$ cat src/rtl/itfb_pkg.sv
// Shared types and constants for the IMU telemetry frame builder.
// Depends on nothing; every module of the block imports it.
package itfb_pkg;

   // Frame constants
   localparam logic [7:0] FRAME_HEADER  = 8'hAB;
   localparam logic [7:0] ID_ANGLES     = 8'h03;
   localparam logic [7:0] ID_RAW        = 8'h01;
   localparam logic [7:0] LEN_ANGLES    = 8'd7;
   localparam logic [7:0] LEN_RAW       = 8'd13;
   localparam logic [7:0] LEN_HIGH      = 8'h00;

   // Register reset values
   localparam logic [7:0] RESET_SOURCE  = 8'hDD;
   localparam logic [7:0] RESET_DEST    = 8'hFE;
   localparam logic [7:0] RESET_STATUS  = 8'h01;

   // Register indexes
   localparam int         CSR_INDEX_W   = 2;
   localparam logic [CSR_INDEX_W-1:0] CSR_SOURCE = 2'd0;
   localparam logic [CSR_INDEX_W-1:0] CSR_DEST   = 2'd1;
   localparam logic [CSR_INDEX_W-1:0] CSR_STATUS = 2'd2;

   // Frame kinds
   localparam logic FUNC_ANGLES = 1'b0;
   localparam logic FUNC_RAW    = 1'b1;

   // Byte positions within a frame
   localparam int         POS_W          = 5;
   localparam logic [POS_W-1:0] POS_HEADER     = 5'd0;
   localparam logic [POS_W-1:0] POS_SOURCE     = 5'd1;
   localparam logic [POS_W-1:0] POS_DEST       = 5'd2;
   localparam logic [POS_W-1:0] POS_ID         = 5'd3;
   localparam logic [POS_W-1:0] POS_LEN_LOW    = 5'd4;
   localparam logic [POS_W-1:0] POS_LEN_HIGH   = 5'd5;
   localparam logic [POS_W-1:0] POS_PAYLOAD    = 5'd6;
   localparam logic [POS_W-1:0] POS_STATUS_ANG = 5'd12;
   localparam logic [POS_W-1:0] POS_STATUS_RAW = 5'd18;
   localparam logic [POS_W-1:0] POS_LAST_RAW   = 5'd20;

   // Angle scaling
   localparam int         PROD_W      = 31;
   localparam logic signed [PROD_W-1:0] ANGLE_SCALE = 31'sd100;
   localparam logic signed [PROD_W-1:0] TRUNC_BIAS  = 31'sd255;

   // Command queue between front and back
   localparam int NUM_VALS    = 6;
   localparam int QUEUE_DEPTH = 2;
   localparam int QPTR_W      = (QUEUE_DEPTH > 1) ? $clog2(QUEUE_DEPTH) : 1;
   localparam int QCNT_W      = $clog2(QUEUE_DEPTH + 1);

   typedef struct packed {
      logic                func;
      logic signed [23:0]  roll_angle;
      logic signed [23:0]  pitch_angle;
      logic signed [23:0]  yaw_angle;
      logic signed [15:0]  accel_x;
      logic signed [15:0]  accel_y;
      logic signed [15:0]  accel_z;
      logic signed [15:0]  gyro_x;
      logic signed [15:0]  gyro_y;
      logic signed [15:0]  gyro_z;
   } req_type;

   typedef struct packed {
      logic [7:0] frame_byte;
      logic       frame_last;
   } rsp_type;

   // One classified frame: kind plus the 16-bit words in send order
   typedef struct packed {
      logic                         func;
      logic [NUM_VALS-1:0][15:0]    vals;
   } cmd_type;

   typedef struct packed {
      logic [7:0] source_address;
      logic [7:0] dest_address;
      logic [7:0] status_byte;
   } cfg_type;

   // Queue handshake between front, queue and back
   typedef struct packed {
      logic full;
      logic empty;
   } qstat_type;

endpackage

$ cat src/rtl/itfb_front.sv
// Front end: accepts requests, scales angles and builds frame commands.
// Depends on itfb_pkg.
module itfb_front
   import itfb_pkg::*;
(
   input  logic      clock,
   input  logic      reset,
   input  logic      req_valid,
   output logic      req_stall,
   input  req_type   req_data,
   input  qstat_type q_stat,
   output logic      push,
   output cmd_type   push_cmd
);

   logic                          s1_valid_ff, s1_valid_in;
   logic                          s1_func_ff;
   logic signed [2:0][PROD_W-1:0] s1_prod_ff, s1_prod_in;
   logic [NUM_VALS-1:0][15:0]     s1_raw_ff;
   logic signed [2:0][PROD_W-1:0] ang_ext;
   logic signed [2:0][PROD_W-1:0] adj;
   logic                          load;

   assign req_stall = s1_valid_ff && q_stat.full;
   assign load      = !req_stall;
   assign push      = s1_valid_ff && !q_stat.full;

   always_comb begin
      ang_ext[0] = PROD_W'(req_data.roll_angle);
      ang_ext[1] = PROD_W'(req_data.pitch_angle);
      ang_ext[2] = PROD_W'(req_data.yaw_angle);
      for (int i = 0; i < 3; i++) begin
         s1_prod_in[i] = ang_ext[i] * ANGLE_SCALE;
      end
      s1_valid_in = load ? req_valid : s1_valid_ff;
   end

   always_ff @(posedge clock) begin
      if (reset) begin
         s1_valid_ff <= 1'b0;
      end else begin
         s1_valid_ff <= s1_valid_in;
      end
      if (load && req_valid) begin
         s1_func_ff   <= req_data.func;
         s1_prod_ff   <= s1_prod_in;
         s1_raw_ff[0] <= req_data.accel_x;
         s1_raw_ff[1] <= req_data.accel_y;
         s1_raw_ff[2] <= req_data.accel_z;
         s1_raw_ff[3] <= req_data.gyro_x;
         s1_raw_ff[4] <= req_data.gyro_y;
         s1_raw_ff[5] <= req_data.gyro_z;
      end
   end

   // Divide by 256 with truncation toward zero: bias negatives, then shift
   always_comb begin
      push_cmd.func = s1_func_ff;
      push_cmd.vals = s1_raw_ff;
      for (int i = 0; i < 3; i++) begin
         adj[i] = s1_prod_ff[i] + (s1_prod_ff[i][PROD_W-1] ? TRUNC_BIAS : '0);
      end
      if (s1_func_ff == FUNC_ANGLES) begin
         for (int i = 0; i < 3; i++) begin
            push_cmd.vals[i] = adj[i][23:8];
         end
      end
   end

endmodule

$ cat src/rtl/itfb_queue.sv
// Short command queue decoupling the front end from the serialiser.
// Depends on itfb_pkg.
module itfb_queue
   import itfb_pkg::*;
(
   input  logic      clock,
   input  logic      reset,
   input  logic      push,
   input  cmd_type   push_cmd,
   input  logic      pop,
   output cmd_type   pop_cmd,
   output qstat_type q_stat
);

   cmd_type [QUEUE_DEPTH-1:0] mem_ff;
   logic [QPTR_W-1:0]         wr_ptr_ff, wr_ptr_in;
   logic [QPTR_W-1:0]         rd_ptr_ff, rd_ptr_in;
   logic [QCNT_W-1:0]         count_ff, count_in;

   function automatic logic [QPTR_W-1:0] ptr_next(input logic [QPTR_W-1:0] p);
      ptr_next = (p == QPTR_W'(QUEUE_DEPTH - 1)) ? '0 : p + QPTR_W'(1);
   endfunction

   assign q_stat.full  = (count_ff == QCNT_W'(QUEUE_DEPTH));
   assign q_stat.empty = (count_ff == '0);
   assign pop_cmd      = mem_ff[rd_ptr_ff];

   always_comb begin
      wr_ptr_in = push ? ptr_next(wr_ptr_ff) : wr_ptr_ff;
      rd_ptr_in = pop  ? ptr_next(rd_ptr_ff) : rd_ptr_ff;
      count_in  = count_ff;
      if (push && !pop) begin
         count_in = count_ff + QCNT_W'(1);
      end else if (pop && !push) begin
         count_in = count_ff - QCNT_W'(1);
      end
   end

   always_ff @(posedge clock) begin
      if (reset) begin
         wr_ptr_ff <= '0;
         rd_ptr_ff <= '0;
         count_ff  <= '0;
      end else begin
         wr_ptr_ff <= wr_ptr_in;
         rd_ptr_ff <= rd_ptr_in;
         count_ff  <= count_in;
      end
      if (push) begin
         mem_ff[wr_ptr_ff] <= push_cmd;
      end
   end

   assert property (@(posedge clock) disable iff (reset)
      count_ff <= QCNT_W'(QUEUE_DEPTH))
      else $error("queue count beyond depth");

   assert property (@(posedge clock) disable iff (reset)
      q_stat.full |-> !push)
      else $error("push into a full queue");

   assert property (@(posedge clock) disable iff (reset)
      q_stat.empty |-> !pop)
      else $error("pop from an empty queue");

endmodule

$ cat src/rtl/itfb_back.sv
// Back end: serialises one frame command per frame, adds both check bytes.
// Depends on itfb_pkg.
module itfb_back
   import itfb_pkg::*;
(
   input  logic      clock,
   input  logic      reset,
   input  cfg_type   cfg,
   input  qstat_type q_stat,
   input  cmd_type   pop_cmd,
   output logic      pop,
   output logic      rsp_valid,
   input  logic      rsp_stall,
   output rsp_type   rsp_data
);

   logic             busy_ff, busy_in;
   cmd_type          cmd_ff;
   logic [POS_W-1:0] idx_ff, idx_in;
   logic [7:0]       sum_ff, sum_in, add_ff, add_in;
   logic             out_valid_ff, out_valid_in;
   rsp_type          out_ff, out_in;

   logic             out_free, emit, is_last;
   logic [POS_W-1:0] status_pos, k;
   logic [2:0]       val_sel;
   logic [15:0]      val;
   logic [7:0]       byte_sel;

   assign out_free   = !out_valid_ff || !rsp_stall;
   assign emit       = busy_ff && out_free;
   assign status_pos = (cmd_ff.func == FUNC_RAW) ? POS_STATUS_RAW : POS_STATUS_ANG;
   assign is_last    = (idx_ff == status_pos + POS_W'(2));
   assign pop        = !q_stat.empty && (!busy_ff || (emit && is_last));
   assign k          = idx_ff - POS_PAYLOAD;
   assign val_sel    = k[3:1];

   always_comb begin
      case (val_sel)
         3'd0:    val = cmd_ff.vals[0];
         3'd1:    val = cmd_ff.vals[1];
         3'd2:    val = cmd_ff.vals[2];
         3'd3:    val = cmd_ff.vals[3];
         3'd4:    val = cmd_ff.vals[4];
         3'd5:    val = cmd_ff.vals[5];
         default: val = '0;
      endcase
   end

   always_comb begin
      if (idx_ff == POS_HEADER) begin
         byte_sel = FRAME_HEADER;
      end else if (idx_ff == POS_SOURCE) begin
         byte_sel = cfg.source_address;
      end else if (idx_ff == POS_DEST) begin
         byte_sel = cfg.dest_address;
      end else if (idx_ff == POS_ID) begin
         byte_sel = (cmd_ff.func == FUNC_RAW) ? ID_RAW : ID_ANGLES;
      end else if (idx_ff == POS_LEN_LOW) begin
         byte_sel = (cmd_ff.func == FUNC_RAW) ? LEN_RAW : LEN_ANGLES;
      end else if (idx_ff == POS_LEN_HIGH) begin
         byte_sel = LEN_HIGH;
      end else if (idx_ff < status_pos) begin
         byte_sel = k[0] ? val[15:8] : val[7:0];
      end else if (idx_ff == status_pos) begin
         byte_sel = cfg.status_byte;
      end else if (idx_ff == status_pos + POS_W'(1)) begin
         byte_sel = sum_ff;
      end else begin
         byte_sel = add_ff;
      end
   end

   always_comb begin
      busy_in = busy_ff;
      idx_in  = idx_ff;
      sum_in  = sum_ff;
      add_in  = add_ff;
      if (pop) begin
         busy_in = 1'b1;
         idx_in  = '0;
         sum_in  = '0;
         add_in  = '0;
      end else if (emit) begin
         // checksum bytes themselves never enter the sums
         idx_in = idx_ff + POS_W'(1);
         if (idx_ff <= status_pos) begin
            sum_in = sum_ff + byte_sel;
            add_in = add_ff + sum_ff + byte_sel;
         end
         if (is_last) begin
            busy_in = 1'b0;
         end
      end
      out_valid_in = out_free ? emit : out_valid_ff;
      out_in.frame_byte = byte_sel;
      out_in.frame_last = is_last;
   end

   always_ff @(posedge clock) begin
      if (reset) begin
         busy_ff      <= 1'b0;
         out_valid_ff <= 1'b0;
      end else begin
         busy_ff      <= busy_in;
         out_valid_ff <= out_valid_in;
      end
      idx_ff <= idx_in;
      sum_ff <= sum_in;
      add_ff <= add_in;
      if (pop) begin
         cmd_ff <= pop_cmd;
      end
      if (out_free) begin
         out_ff <= out_in;
      end
   end

   assign rsp_valid = out_valid_ff;
   assign rsp_data  = out_ff;

   assert property (@(posedge clock) disable iff (reset)
      busy_ff |-> idx_ff <= POS_LAST_RAW)
      else $error("byte position past the end of a raw frame");

   assert property (@(posedge clock) disable iff (reset)
      (busy_ff && cmd_ff.func == FUNC_ANGLES) |-> idx_ff <= POS_STATUS_ANG + POS_W'(2))
      else $error("byte position past the end of an angle frame");

   assert property (@(posedge clock) disable iff (reset)
      (emit && is_last) |=> (!busy_ff || idx_ff == '0))
      else $error("serialiser did not finish or restart after last byte");

endmodule

$ cat src/rtl/imu_telemetry_frame_builder.sv
// IMU telemetry frame builder: request in, framed byte run out.
// Path: a request passes the front register and the queue into the serialiser.
// Throughput: one byte per cycle while rsp_stall is low; an angle frame is 15
// bytes and a raw frame 21.
// Reset (synchronous, active high) empties the pipeline and queue and
// restores source 0xDD, destination 0xFE and status 0x01.
module imu_telemetry_frame_builder
   import itfb_pkg::*;
(
   input  logic                   clock,
   input  logic                   reset,
   // request channel
   input  logic                   req_valid,
   output logic                   req_stall,
   input  req_type                req_data,
   // result channel, one byte per transfer
   output logic                   rsp_valid,
   input  logic                   rsp_stall,
   output rsp_type                rsp_data,
   // register write channel
   input  logic                   csr_valid,
   output logic                   csr_ready,
   input  logic [CSR_INDEX_W-1:0] csr_index,
   input  logic [7:0]             csr_wdata
);

   cfg_type   cfg_ff, cfg_in;
   qstat_type q_stat;
   logic      push, pop;
   cmd_type   push_cmd, pop_cmd;

   // Registers are always writable; writes to an unused index are dropped
   assign csr_ready = 1'b1;

   always_comb begin
      cfg_in = cfg_ff;
      if (csr_valid && csr_ready) begin
         unique case (csr_index)
            CSR_SOURCE: cfg_in.source_address = csr_wdata;
            CSR_DEST:   cfg_in.dest_address   = csr_wdata;
            CSR_STATUS: cfg_in.status_byte    = csr_wdata;
            default:    cfg_in                = cfg_ff;
         endcase
      end
   end

   always_ff @(posedge clock) begin
      if (reset) begin
         cfg_ff.source_address <= RESET_SOURCE;
         cfg_ff.dest_address   <= RESET_DEST;
         cfg_ff.status_byte    <= RESET_STATUS;
      end else begin
         cfg_ff <= cfg_in;
      end
   end

   // Front: take the request, scale angles to hundredths, hand over a command
   itfb_front u_front (
      .clock     (clock),
      .reset     (reset),
      .req_valid (req_valid),
      .req_stall (req_stall),
      .req_data  (req_data),
      .q_stat    (q_stat),
      .push      (push),
      .push_cmd  (push_cmd)
   );

   // Queue: hold up to two commands so each side can stall on its own
   itfb_queue u_queue (
      .clock    (clock),
      .reset    (reset),
      .push     (push),
      .push_cmd (push_cmd),
      .pop      (pop),
      .pop_cmd  (pop_cmd),
      .q_stat   (q_stat)
   );

   // Back: serialise header, payload, status and the two check bytes
   itfb_back u_back (
      .clock     (clock),
      .reset     (reset),
      .cfg       (cfg_ff),
      .q_stat    (q_stat),
      .pop_cmd   (pop_cmd),
      .pop       (pop),
      .rsp_valid (rsp_valid),
      .rsp_stall (rsp_stall),
      .rsp_data  (rsp_data)
   );

endmodule

$ cat config.mk
export PLATFORM = sky130hd
export DESIGN_NAME = imu_telemetry_frame_builder
export DESIGN_NICKNAME = d
export VERILOG_FILES = /design/src/rtl/itfb_pkg.sv /design/src/rtl/itfb_front.sv /design/src/rtl/itfb_queue.sv /design/src/rtl/itfb_back.sv /design/src/rtl/imu_telemetry_frame_builder.sv
export SDC_FILE = /design/constraint.sdc
export NUM_CORES = 1
export LEC_CHECK = 0
export BUFFER_PORTS_ARGS = -buffer_cell sky130_fd_sc_hd__buf_2
export CORE_ASPECT_RATIO = 0.6
export CORE_MARGIN = 1
export CORE_UTILIZATION = 61
export CTS_BUF_LIST = sky130_fd_sc_hd__clkbuf_8
export DETAILED_ROUTE_END_ITERATION = 10
export GPL_TIMING_DRIVEN = 0
export PLACE_DENSITY = 0.77
export SLEW_MARGIN = 10
export SYNTH_ARGS = -nofsm -noshare
export SYNTH_HDL_FRONTEND = slang
export SYNTH_SLANG_ARGS = --single-unit
export TNS_END_PERCENT = 1
$ cat constraint.sdc
create_clock -name clock -period 13.35 [get_ports clock]
set_input_delay 2.67 -clock clock [delete_from_list [all_inputs] [get_ports clock]]
set_output_delay 2.67 -clock clock [all_outputs]
set_load 0.05 [all_outputs]
==> results.yml, run 1 <==
outcome:
  status: "completed"
yosys:
  syn_area_per_cell_sq_um: 12.5
  synth_area_sq_mm: 0.0282
  synth_nets: 2782
  syn_inst: 2267
  yosys_warnings: 0
  async_flop_share_pct: 0
  synthFlopType: "edfxtp_1"
  ys_seq_area_share_pct: 53.2
  yosysUniqueCellTypes: 76
  synth_edf_count: 466
  ys_ff_latch: 518
setup_path:
  cp.required_ns: 13.86
  cp-end-kind: "flip-flop"
  start_kind: "flip-flop"
  path_class: "reg2reg"
  critical_path.max_fanout: 12
  arrival_ns: 6.59
route:
  viasPerCell: 5.63
  first_pass_iters: 5
  vias: 18184
  wl_per_cell_um: 19.0
  wirelength_um: 61400
  remaining_drc_errors: 0
  drtIter0Drc: 1463
  ant_nets: 0
clock_tree:
  post_cts_buffers: 0
  cts_max_level: 3
  clkLatencyLatePin_ns: 0.65
  clock-root-buffer: "clkbuf_8"
  cts_buffers: 76
  cts_resized: 0
  cts_tree: "yes"
  clkSinkCount: 518
  cts_buffer_depth: 3
  path_clk_slew_ns: 0.07
  ctsHoldBuffers: 0
sta:
  rsz0062_at_grt: "no"
  relSlewSlack_pct: 39.0
  clock_skew_ns: 0.0228
  hold_violations: 0
  fin_crit_sh_pct: 45.6
  finalCriticalPeriod_ns: 6.08
  whs_ns: 0.445
  maxSlewViolCount: 0
  finalSetupTns_ns: 0
  setup_ws_ns: 7.27
  tightestPinTransition_ns: 0.911
  max_freq_mhz: 164
  setup_viol: 0
power:
  max-vdd-ir-drop_mv: 0.0956
  power_density_mw_per_mm2: 186
  p_leak_nw: 13.5
grt:
  antenna_found_initial: 0
  grt_pass1_wl_um: 97700
  grt_use_total_pct: 26.7
  grt_max_degree: 63
  grt_pass1_vias: 18335
  grt-ovfl-total: 0
cells_and_area:
  multi_input_area_sq_mm: 0.0116
  finalNonFillerCells: 3227
  drive_gt1_share_pct: 17.4
  final-seq-area_sq_mm: 0.0150
  fill_cells: 3236
  diodes: 0
  nNetsFinal: 3065
  syn2layout_area_growth_pct: 12.5
place:
  gp_congestion: 0.941
  port_buffers: 194
  placed_cells: 3092
  hpwl_um: 46000
  place_ws_ns: 6.97
job:
  drv_cap: 0
die:
  die_area_sq_mm: 0.0472
  num_rows: 60
  fp.dieW_um: 280
  core_area_sq_mm: 0.0453
  pin_count: 196
  initial_core_util_pct: 62.4
  die_h_um: 169
worst_hold_path:
  worstHoldPathType: "reg2reg"
-- critical path: stages (launching register included) --
cell and delay, ns:
dfxtp_1 0.37, buf_2 0.24, inv_1 0.11, clkbuf_1 0.33, ha_1 0.43, and4_1 0.19, clkbuf_1 0.32, clkbuf_1 0.40
o21ai_0 0.20, o22ai_1 0.19, nor3b_1 0.12, o21ai_0 0.65, fa_1 0.40, ha_1 0.20, inv_1 0.06, fa_1 0.41
nor2b_1 0.14, o21a_1 0.16, o21ai_0 0.12, a211oi_1 0.49, nand4_1 0.18, nand4_1 0.15, o31ai_2 0.07
-- registers in the layout, indices dropped and copies added, names as in the netlist --
| register | cells |
|---|---|
| u_back.sum_ff | 8 |
| u_back.idx_ff | 5 |
| u_front.s1_valid_ff | 1 |
| cfg_ff | 24 |
| u_back.busy_ff | 1 |
| u_back.rsp_data | 9 |
| u_queue.rd_ptr_ff | 1 |
| u_queue.wr_ptr_ff | 1 |
| u_back.rsp_valid | 1 |
| u_back.add_ff | 8 |
| u_queue.count_ff | 2 |
| u_back.cmd_ff | 97 |
| u_front.push_cmd | 48 |
| u_queue.mem_ff | 194 |
| u_front.s1_raw_ff | 48 |
| u_front.s1_func_ff | 1 |
| u_front.s1_prod_ff | 69 |
-- worst paths after layout --
kind | from | end | slack [ns] | cells past startpoint
worst max-delay path | u_back.idx_ff[1]$_SDFFE_PP0P_ | u_back.add_ff[7]$_SDFFE_PP0P_ | 7.27 | 22
worst min-delay path | u_front.push_cmd[62]$_DFFE_PP_ | u_queue.mem_ff[159]$_DFFE_PP_ | 0.44 | 0
worst max register to register | u_back.idx_ff[1]$_SDFFE_PP0P_ | u_back.add_ff[7]$_SDFFE_PP0P_ | 7.27 | 22
worst min register to register | u_front.push_cmd[62]$_DFFE_PP_ | u_queue.mem_ff[159]$_DFFE_PP_ | 0.44 | 0
-- Yosys cell counts, types with 6 or more instances --
library cell | instances | area (sq um)
nand2b_1 | 6 | 37.5
and2_1 | 10 | 62.6
buf_2 | 13 | 65.1
nor3_1 | 22 | 110
inv_1 | 349 | 1310
mux2i_1 | 28 | 280
nand3b_1 | 10 | 75.1
xor2_1 | 46 | 403
a21o_1 | 35 | 263
a211o_1 | 12 | 105
o31ai_1 | 9 | 67.6
nand3_1 | 32 | 160
a21oi_1 | 82 | 410
nand2_1 | 127 | 477
and3_1 | 21 | 131
o21bai_1 | 13 | 97.6
nor2b_1 | 22 | 138
edfxtp_1 | 466 | 14000
a221oi_1 | 8 | 70.1
a211oi_1 | 15 | 113
clkbuf_1 | 35 | 131
fa_1 | 80 | 1600
nor4_1 | 6 | 37.5
nand4_1 | 18 | 113
o21a_1 | 22 | 165
a21boi_0 | 7 | 52.6
o211ai_1 | 13 | 97.6
a31oi_1 | 10 | 62.6
o21ai_0 | 96 | 480
ha_1 | 251 | 3140
xnor2_1 | 66 | 578
dfxtp_1 | 52 | 1040
nor2_1 | 85 | 319
mux2_2 | 108 | 1220
and4_1 | 8 | 70.1
-- cells by family after synthesis --
kind of cell	Yosys count	synth area share [%]
buf+inv	412	5.75
compound gates	367	8.47
fa+ha+maj	331	16.8
other cells	1	0.0133
mux	140	5.62
simple gates	386	6.67
flops	518	53.2
xor+xnor	112	3.47
-- metrics by stage --
stage	cell area (sq um)	power (mW)	utilization, %
global placement	30000	4.52	66.3
detailed placement	30300	4.59	66.9
CTS	31800	5.91	70.2
floorplan	28200	3.96	-
finish	31800	5.90	70.2
global route	31800	6.26	70.2
-- where the power goes --
group | leakage, nW | internal [mW] | switching [mW]
registers | 4.83 | 2.22 | 0.188
clock network | 0.856 | 0.685 | 0.616
logic | 7.80 | 0.896 | 1.29
total | 13.5 | 3.81 | 2.10
-- cells in the final DEF (no fill, tap or decap), types with 10 or more instances in the layout --
cell type | synthesis | layout
edfxtp_1 | 466 | 466
inv_1 | 349 | 372
ha_1 | 251 | 251
buf_2 | 13 | 206
nand2_1 | 127 | 127
mux2_2 | 108 | 108
o21ai_0 | 96 | 96
nor2_1 | 85 | 84
a21oi_1 | 82 | 82
fa_1 | 80 | 80
clkbuf_8 | 0 | 78
xnor2_1 | 66 | 66
dfxtp_1 | 52 | 52
xor2_1 | 46 | 46
a21o_1 | 35 | 35
clkbuf_1 | 35 | 35
nand3_1 | 32 | 32
mux2i_1 | 28 | 28
o21a_1 | 22 | 22
nor3_1 | 22 | 22
nor2b_1 | 22 | 21
and3_1 | 21 | 20
nand4_1 | 18 | 18
clkinv_1 | 1 | 16
a211oi_1 | 15 | 15
o211ai_1 | 13 | 13
o21bai_1 | 13 | 13
a211o_1 | 12 | 12
and2_1 | 10 | 10
a31oi_1 | 10 | 10
nand3b_1 | 10 | 10
-- final cells by class --
cell class / instances / share of cell area (%)
plain buffers: 62 / 0.996
clock buffers: 78 / 3.38
clock inverters: 57 / 1.40
inverters: 350 / 4.13
multi-input cells: 1337 / 36.5
flip-flops and latches: 518 / 47.3
well taps: 620 / 2.44
repair buffers: 205 / 3.84
-- routing by layer --
metal	share of wire, %	wire [um]	up-vias	global-route usage [%]
li1	-	-	8597	-
met1	48	29500	8931	40.5
met2	43	26600	568	39.8
met3	7.0	4310	88	5.40
met4	1.7	1030	0	6.20
met5	0	0	-	0
Power figures use the tool's default switching activity.
==> run 2, diff against run 1 <==
- clock period: 13.35 -> 5.7 ns (I/O delays scaled with it)
==> run 2 against run 1 <==
Net effect:
- routed wire length barely moved
- core utilization down 0.46 points
- sequential share of layout area is 0.31 points higher
- largest cell class unchanged
- global-route usage decreased by 0.14 points
- clock-buffer cell count did not move
- non-clock buffer count fell by 3
- clock skew down 0.0018 ns
- critical path depth down 1
- sequential power grew 130%
- critical endpoint unchanged
- via count decreased by 0.19%
==> results.yml, run 2 (same netlist as run 1, synthesis figures left out) <==
sta:
  hold_violations: 0
  whs_ns: 0.446
  max_freq_mhz: 186
  finalSetupTns_ns: 0
  setup_ws_ns: 0.331
  tightestPinTransition_ns: 0.861
  setup_viol: 0
  relSlewSlack_pct: 42.4
  finalCriticalPeriod_ns: 5.37
  fin_crit_sh_pct: 94.2
  rsz0062_at_grt: "no"
  clock_skew_ns: 0.0211
  maxSlewViolCount: 0
worst_hold_path:
  min-delay-start: "u_front.push_cmd[79]$_DFFE_PP_"
  worstHoldPathType: "reg2reg"
power:
  p_comb_share_pct: 38.0
  clkPwrFrac_pct: 20.1
  switchingPower_mw: 4.87
  p_leak_nw: 13.4
  internal-power_mw: 8.63
  power_density_mw_per_mm2: 427
  swShare_pct: 36.1
  max-vdd-ir-drop_mv: 0.252
  seqPwrFrac_pct: 41.9
die:
  num_rows: 60
  core_area_sq_mm: 0.0453
  initial_core_util_pct: 62.4
  fp.dieW_um: 280
  die_area_sq_mm: 0.0472
  pin_count: 196
  die_h_um: 169
route:
  routed-wl-met2_um: 26800
  wl_per_cell_um: 19.1
  remaining_drc_errors: 0
  vias: 18150
  m1WireLength_um: 28700
  first_pass_iters: 5
  ant_nets: 0
  maxUsedRoutingLayer: "met4"
  drtIter0Drc: 1516
  wirelength_um: 61400
  viasPerCell: 5.63
  met3_length_um: 4740
clock_tree:
  path_clk_slew_ns: 0.06
  cts_buffer_depth: 3
  cts_max_level: 3
  ctsHoldBuffers: 0
  cts_tree: "yes"
  clkLatencyLatePin_ns: 0.63
  cts_buffers: 76
  clock-root-buffer: "clkbuf_8"
  clkSinkCount: 518
setup_path:
  critical_path.max_fanout: 15
  cp-end-kind: "flip-flop"
  max_stage_delay_ns: 0.44
  crit_path_top_delay_cell: "fa_1"
  r2r-start: "u_back.idx_ff[1]$_SDFFE_PP0P_"
  path_class: "reg2reg"
  cp_common_cell: "inv_1"
  cp_cell_sequence: "buf_2 > inv_1 > ha_1 > and4_2 > clkbuf_2 > o21ai_0 > o22ai_1 > a21oi_1 > o21a_1 > fa_1 > inv_1 > ha_1 > inv_1 > fa_1 > nor2b_1 > o21a_1 > o21ai_0 > a211oi_2 > nand4_1 > nand4_1 > o31ai_2"
  cp.required_ns: 6.18
  crit_path_start: "u_back.idx_ff[1]$_SDFFE_PP0P_"
  arrival_ns: 5.85
  start_kind: "flip-flop"
place:
  placed_cells: 3091
  place_ws_ns: -0.125
  gp_congestion: 0.911
  port_buffers: 194
  hpwl_um: 46100
cells_and_area:
  final-seq-area_sq_mm: 0.0150
  syn2layout_area_growth_pct: 11.8
  diodes: 0
  regMostFlops: "u_queue.mem_ff"
  final_cell_mix: "edfxtp_1, inv_1, ha_1, buf_2, nand2_1"
  biggestRegsByFlops: "u_queue.mem_ff x194, u_back.cmd_ff x97, u_front.s1_prod_ff x69"
  fill_cells: 3214
  drive_gt1_share_pct: 17.5
  largest_reg_flops: 194
  nNetsFinal: 3062
  finalNonFillerCells: 3222
  final_common_cell: "edfxtp_1"
  multi_input_area_sq_mm: 0.0116
grt:
  grt_pass1_vias: 18294
  grt_pass1_wl_um: 97000
  antenna_found_initial: 0
  grt_use_total_pct: 26.6
  grt-ovfl-total: 0
  grt_max_degree: 62
outcome:
  status: "completed"
job:
  drv_cap: 0
-- run 2: cell types whose count changed in the layout (fill, tap and decap cells not counted), moves of 2 or more --
cell | before | now
bufinv_16 | 7 | 1
clkinv_2 | 6 | 12
clkbuf_1 | 35 | 32
buf_16 | 4 | 2
clkinvlp_4 | 1 | 3
inv_1 | 372 | 370
-- run 2: metrics by stage --
stage / area [sq um] / power (mW) / utilization (%)
after floorplan: 28300 / 9.25 / -
after global routing: 31600 / 14.3 / 69.8
final: 31600 / 13.5 / 69.8
after detailed placement: 30200 / 10.8 / 66.8
after global placement: 30000 / 10.5 / 66.3
after CTS: 31600 / 13.5 / 69.8
-- run 2: final timing paths --
| path | to | slack (ns) | depth (start not counted) |
|---|---|---|---|
| setup reg to reg | u_back.add_ff[7]$_SDFFE_PP0P_ | 0.33 | 21 |
| setup / recovery | u_back.add_ff[7]$_SDFFE_PP0P_ | 0.33 | 21 |
| hold / removal | u_queue.mem_ff[176]$_DFFE_PP_ | 0.45 | 0 |
| hold reg to reg | u_queue.mem_ff[176]$_DFFE_PP_ | 0.45 | 0 |
-- run 2: per-layer routing --
layer	up-vias	track usage, %
met5	-	0
met3	90	5.69
met2	614	39.7
li1	8598	-
met1	8848	39.7
met4	0	6.94
-- run 2: critical path: cells and delay by family (launching register included) --
family	cells	cell delay, ns
DFF	1	0.39
adders and majority gates	4	1.44
AOI/OAI and AO/OA	8	1.72
and+or+nand+nor	4	0.75
buffers and inverters	5	0.90
-- run 2: layout make-up --
type | count | share of cell area [%]
plain buffers | 60 | 0.983
clock buffers | 78 | 3.40
clock inverters | 55 | 0.852
inverters | 350 | 4.16
multi-input cells | 1337 | 36.8
flip-flops and latches | 518 | 47.6
well taps | 620 | 2.46
repair buffers | 204 | 3.76
-- run 2: what timing repair did --
action / CTS / global route
setup endpoints to repair: 1 / 1
hold endpoints to repair: 0 / 0
gates resized for setup: 1 / 2
setup buffers: 0 / 0
-- run 2: power groups by stage --
| stage | Combinational, mW | Sequential, mW | Clock, mW |
|---|---|---|---|
| after global routing | 5.66 | 5.71 | 2.94 |
| after floorplan | 3.63 | 5.62 | 0 |
| after global placement | 4.80 | 5.75 | 0 |
| final | 5.12 | 5.66 | 2.71 |
| after CTS | 5.09 | 5.64 | 2.77 |
| after detailed placement | 5.05 | 5.71 | 0 |
